<file path="src/hdl/ppbc_pkg.sv">
package ppbc_pkg;

    localparam int KIND_W    = 2;
    localparam int TBL_NUM_W = 6;
    localparam int BYTE_W    = 8;
    localparam int WORD_W    = 64;
    localparam int PAD_W     = 7;
    localparam int CFG_IDX_W = 3;
    localparam int POS_W     = 3;
    localparam int SEL_SRC_W = 16;
    localparam int MOD_CNT_W = $clog2(SEL_SRC_W);

    localparam int PPBC_MAX_TABLES = 64;

    localparam logic [KIND_W-1:0] KIND_LOAD    = 2'd0;
    localparam logic [KIND_W-1:0] KIND_RESTART = 2'd1;
    localparam logic [KIND_W-1:0] KIND_DATA    = 2'd2;

    localparam logic [CFG_IDX_W-1:0] REG_PAD_COUNT = 3'd0;
    localparam logic [CFG_IDX_W-1:0] REG_DIRECTION = 3'd1;
    localparam logic [CFG_IDX_W-1:0] REG_SEED_A    = 3'd2;
    localparam logic [CFG_IDX_W-1:0] REG_SEED_B    = 3'd3;
    localparam logic [CFG_IDX_W-1:0] REG_SEED_C    = 3'd4;
    localparam logic [CFG_IDX_W-1:0] REG_SEED_D    = 3'd5;

    // commands from the controller to the datapath
    typedef struct packed {
        logic mem_wr;
        logic load_seed;
        logic pos_clear;
        logic data_latch;
        logic rd_in;
        logic rd_held;
        logic mod_start;
        logic mod_step;
        logic out_load;
        logic gen_a;
        logic gen_b;
    } t_cmd;

    // status from the datapath to the controller
    typedef struct packed {
        logic sel_valid;
        logic mod_last;
        logic pos_last;
        logic out_blocked;
    } t_sts;

    function automatic int tbl_bits(int n);
        return (n > 1) ? $clog2(n) : 1;
    endfunction

    function automatic logic [WORD_W-1:0] rotl64(logic [WORD_W-1:0] x, int unsigned k);
        return (x << k) | (x >> (WORD_W - k));
    endfunction

endpackage

</file>
<file path="src/hdl/ppbc_ctrl.sv">
module ppbc_ctrl import ppbc_pkg::*; (
    input  logic              i_clk,
    input  logic              i_rst_n,
    input  logic              i_in_valid,
    input  logic [KIND_W-1:0] i_in_kind,
    output logic              o_in_ready,
    input  t_sts              i_sts,
    output t_cmd              o_cmd
);

    localparam logic [2:0] S_IDLE   = 3'd0;
    localparam logic [2:0] S_MOD    = 3'd1;
    localparam logic [2:0] S_READ   = 3'd2;
    localparam logic [2:0] S_RESULT = 3'd3;
    localparam logic [2:0] S_GEN_A  = 3'd4;
    localparam logic [2:0] S_GEN_B  = 3'd5;

    logic [2:0] r_state;
    logic [2:0] n_state;

    always_comb begin
        o_cmd      = '0;
        n_state    = r_state;
        o_in_ready = 1'b0;
        unique case (r_state)
            S_IDLE: begin
                o_in_ready = 1'b1;
                if (i_in_valid) begin
                    unique case (i_in_kind)
                        KIND_LOAD: begin
                            o_cmd.mem_wr = 1'b1;
                        end
                        KIND_RESTART: begin
                            o_cmd.load_seed = 1'b1;
                            o_cmd.pos_clear = 1'b1;
                            n_state         = S_GEN_A;
                        end
                        KIND_DATA: begin
                            o_cmd.data_latch = 1'b1;
                            // cached table select lets the read start with the request
                            if (i_sts.sel_valid) begin
                                o_cmd.rd_in = 1'b1;
                                n_state     = S_RESULT;
                            end else begin
                                o_cmd.mod_start = 1'b1;
                                n_state         = S_MOD;
                            end
                        end
                        default: begin
                        end
                    endcase
                end
            end
            S_MOD: begin
                o_cmd.mod_step = 1'b1;
                if (i_sts.mod_last) begin
                    n_state = S_READ;
                end
            end
            S_READ: begin
                o_cmd.rd_held = 1'b1;
                n_state       = S_RESULT;
            end
            S_RESULT: begin
                if (!i_sts.out_blocked) begin
                    o_cmd.out_load = 1'b1;
                    n_state        = i_sts.pos_last ? S_GEN_A : S_IDLE;
                end
            end
            S_GEN_A: begin
                o_cmd.gen_a = 1'b1;
                n_state     = S_GEN_B;
            end
            S_GEN_B: begin
                o_cmd.gen_b = 1'b1;
                n_state     = S_IDLE;
            end
            default: begin
                n_state = S_IDLE;
            end
        endcase
    end

    always_ff @(posedge i_clk) begin
        if (!i_rst_n) begin
            r_state <= S_IDLE;
        end else begin
            r_state <= n_state;
        end
    end

endmodule

</file>
<file path="config.mk">
export PLATFORM = sky130hd
export DESIGN_NAME = ppbc_ctrl
export DESIGN_NICKNAME = d
export VERILOG_FILES = /design/src/hdl/ppbc_pkg.sv /design/src/hdl/ppbc_ctrl.sv
export SDC_FILE = /design/constraint.sdc
export NUM_CORES = 1
export LEC_CHECK = 0
export ABC_AREA = 1
export CAP_MARGIN = 30
export CORE_AREA = 5 5 42 44
export DETAILED_ROUTE_END_ITERATION = 16
export DIE_AREA = 0 0 47 49
export DONT_BUFFER_PORTS = 1
export HOLD_SLACK_MARGIN = 0.02
export PLACE_DENSITY_LB_ADDON = 0.12
export SLEW_MARGIN = 25
export SYNTH_ARGS = -nofsm -noshare
export SYNTH_HDL_FRONTEND = slang
export SYNTH_SLANG_ARGS = --single-unit
</file>
<file path="constraint.sdc">
create_clock -name i_clk -period 1.5 [get_ports i_clk]
set_input_delay 0 -clock i_clk [delete_from_list [all_inputs] [get_ports i_clk]]
set_output_delay 0 -clock i_clk [all_outputs]
set_load 0.01 [all_outputs]
</file>
Yosys cells after proc, flatten, opt, wreduce, memory -nomap -nowiden --
Index checks and enable logic that the tools add are counted.
Storage, ports and cells: bits in registers 3, latch bits 0, memory bits (writable) 0, memory bits (read-only) 0, input bits 9, output and inout port bits 12, word-level logic and storage cells 39, memories 0
Cells by class: add/sub/neg operators 0, multipliers 0, divide/modulo/power cells 0, $lt $le $gt $ge 0, equal/unequal tests 11, shift-type cells 0, multiplexer cells 24, bitwise gates (word level) 0, reduce and logical (&&, ||, !) cells 3
Operator list (count):
- $pmux 3 s5 | 1
- $mux 1 | 13
- $mux 3 | 4
- $mux 5 | 2
- $eq 3x2->1 const B | 2
- $eq 3x3->1 const B | 2
- $mux 2 | 3
- $ne 2x2->1 const B | 3
- $pmux 3 s2 | 1
- $reduce_and 4->1 | 1
- $eq 3x1->1 const B | 1
- $logic_not 3->1 | 1
- $ne 3x1->1 const B | 1
- $eq 2x1->1 const B | 1
- $eq 2x2->1 const B | 1
- $logic_not 2->1 | 1

Depth between registers and ports, before layout --
word-level depth 4, gate-level depth with buffers 9, mapped depth without buffers 8

Worst setup path before layout --
No wires, ideal clock.
path type reg2out, start register r_state[0], end output port o_cmd[9] (netlist name), arrival 1227 ps, data required time 1500 ps, slack 273 ps, cell stages (with the launch flop) 7, path buffers 1, cell sequence dfxtp_1 -> nor2_2 -> inv_2 -> nor2_4 -> nand2_2 -> nor2_1 -> buf_4
RTL lines:
- start: declaration | RTL line ppbc_ctrl.sv:18 | logic [2:0] r_state;
- start signal: assignment | RTL line ppbc_ctrl.sv:88 | r_state <= n_state;
- end: declaration | RTL line ppbc_ctrl.sv:8 | output t_cmd o_cmd

==> results_dict.tcl <==
set metrics [dict create \
    synth_flop_cell "dfxtp_1" \
    numCtsBuffers 3 \
    critical_path_class "reg2out" \
    finalCritPeriodShare_pct 92.1 \
    fp.dieArea_sq_mm 0.00230 \
    min_to "o_cmd[10]" \
    ctsRootBufferMaster "clkbuf_4" \
    core_area_sq_mm 0.00140 \
    drive_above_1_share_pct 31.1 \
    setup_viol 0 \
    clockBufferDepth 2 \
    total_power_uw 758 \
    syn_nets 64 \
    end_kind "output port" \
    die-height_um 49 \
    seq_power_share_pct 20.6 \
    antenna_found_initial 0 \
    p_leak_nw 0.201 \
    p_sw_uw 377 \
    grt_max_degree 8 \
    track_usage_pct 8.44 \
    fin_nets 71 \
    cp_max_fo 6 \
    rr_endpoint "r_state[1]$_SDFFE_PN0P_" \
    yosysMostFrequentCell "nand2_1" \
    yosys.area.top_type "dfxtp_1" \
    synth.top_cell.area_share_pct 17.7 \
    postRouteAntennaNets 0 \
    cts_tree "built" \
    diodes 0 \
    syn_avg_cell_area_sq_um 6.17 \
    die_x_um 47 \
    synthCells 55 \
    hp-start "i_in_kind[0]" \
    drc 0 \
    portBuffers 0 \
    maxCapViolCount 0 \
    synth_cell_types 21 \
    ys_warn_count 0 \
    max_slew_margin_pct 63.6 \
    cts_sinks 3 \
    ff2ff_path_depth 6 \
    async_flop_share_pct 0 \
    p_int_uw 382 \
    tns_ps 0 \
    dpl-instance-area_sq_um 367 \
    firstDrtPassIters 4 \
    largestRegisters "r_state x3" \
    clk_pin_slew_ps 40 \
    synth_seq_area_share_pct 17.7 \
    ys_ff_latch 3 \
    p_comb_share_pct 60.8 \
    arrival_ps 1380 \
    viasPerCell 4.62 \
    required_ps 1500 \
    hpwl_um 709 \
    num_io_pins 21 \
    synth_edf_count 0 \
    clkPwrFrac_pct 18.6 \
    initial_core_util_pct 24.2 \
    clock_skew_ps 2.35 \
    grt.overflow.total 0 \
    synth_area_sq_um 339 \
    maxSlewViolCount 0 \
    area_growth_syn_to_layout_pct 22.5 \
    holdCritPathClass "in2out" \
    synth_commonest_cells "nand2_1 (11), inv_1 (8), nor2_1 (5)" \
    swShare_pct 49.7 \
    hold-worst-slack_ps 34.7 \
    regMostFlops "r_state" \
    gp_congestion 0.651 \
    h-tree-depth 1 \
    final_hold_viol_count 0 \
    rows 14 \
    max_freq_ghz 0.724 \
    grt_pass1_vias 342 \
    ir_drop_mv 0.712 \
    powerDensity_mw_per_mm2 1830 \
    insertion_delay_ps 230 \
    worst_pin_slew_ps 541 \
    outcome "completed" \
    start_kind "flop" \
    hold_depth 1 \
    routed_wl_um 841 \
    drt_iter0_drc 4 \
    worst-r2r-setup-slack_ps 280 \
    synth_area_leaders "dfxtp_1 (18%), nand2_1 (12%), inv_1 (8.9%)" \
    cp-startpoint "r_state[0]$_SDFFE_PN0P_" \
    period_minus_slack_ps 1380 \
    grt_pass1_wl_um 1390 \
    critical_path.reg2reg.startpoint "r_state[0]$_SDFFE_PN0P_" \
    design_area_sq_um 415 \
    largest_register_ffs 3 \
    grt_setup_unrepaired "false" \
    vias 356 \
    routedWlPerCell_um 10.9 \
]
## cells by family (layout without fill, tap and decap cells)
logic type / Yosys count / count (layout) / share of synthesized area (%)
simple gates: 36 / 36 / 61.3
buf+inv: 13 / 19 / 16.6
compound gates: 3 / 3 / 4.43
flops: 3 / 3 / 17.7
## worst max-delay path, cell delays in order, from the launching register on
cell     delay (ps)
dfxtp_1         380
nor2_4          200
inv_2            70
nor2_4          120
nand2_2         120
nor3b_2         250
## cell usage in the layout, fill, tap and decap left out, drive strengths merged
master       count
nand2           12
nand3            3
clkbuf           4
inv             11
nand4            4
and2             1
nor4             1
nor3b            2
dlygate4sd3      1
dfxtp            3
a21oi            2
nor2             7
or2              1
o21ai            1
nor3             5
buf              3
## power by group through the flow
stage	Combinational, mW	Sequential (mW)	Clock (mW)
floorplan	0.375	0.140	0
global placement	0.464	0.152	0
detailed placement	0.455	0.151	0
CTS	0.465	0.150	0.151
global route	0.531	0.163	0.166
finish	0.461	0.156	0.141
## cell type report
type | count | area, sq um
tap | 16 | 20.0
fill | 176 | 986
sequential | 3 | 60.1
inverter | 11 | 41.3
timing repair buffer | 4 | 32.5
clock buffer | 4 | 26.3
multi-input combinational | 39 | 235
## per-stage QoR
step / worst slack [ps] / util, % / cells
4_1_cts: 21.3 / 29.3 / 77
3_5_place_dp: 202 / 26.2 / 72
2_1_floorplan: 273 / - / 55
6_report: 118 / 29.6 / 77
5_1_grt: 4.02 / 29.6 / 77
3_3_place_gp: 221 / 26.2 / 72
## repair_timing
| action | CTS | global route |
|---|---|---|
| endpoints found under the setup margin | 3 | 6 |
| hold buffers | 1 | 0 |
| setup buffers | 0 | 0 |
| gates resized for setup | 2 | 1 |
| cloned | 0 | 0 |
| hold endpoints to repair | 3 | 0 |
## routing by layer
layer / track usage [%] / wire length [um]
met5: 0 / 0
met1: 10.3 / 365
met4: 6.91 / 0
met2: 11.8 / 411
met3: 2.21 / 64
## worst max-delay path by stage
stage / cells after the start / end
2_1_floorplan: 6 / o_cmd[9]
3_3_place_gp: 5 / o_cmd[8]
3_5_place_dp: 5 / o_cmd[8]
4_1_cts: 5 / o_cmd[6]
5_1_grt: 5 / o_cmd[6]
6_report: 5 / o_cmd[6]
Note: power is estimated with default switching activity, not from simulation.
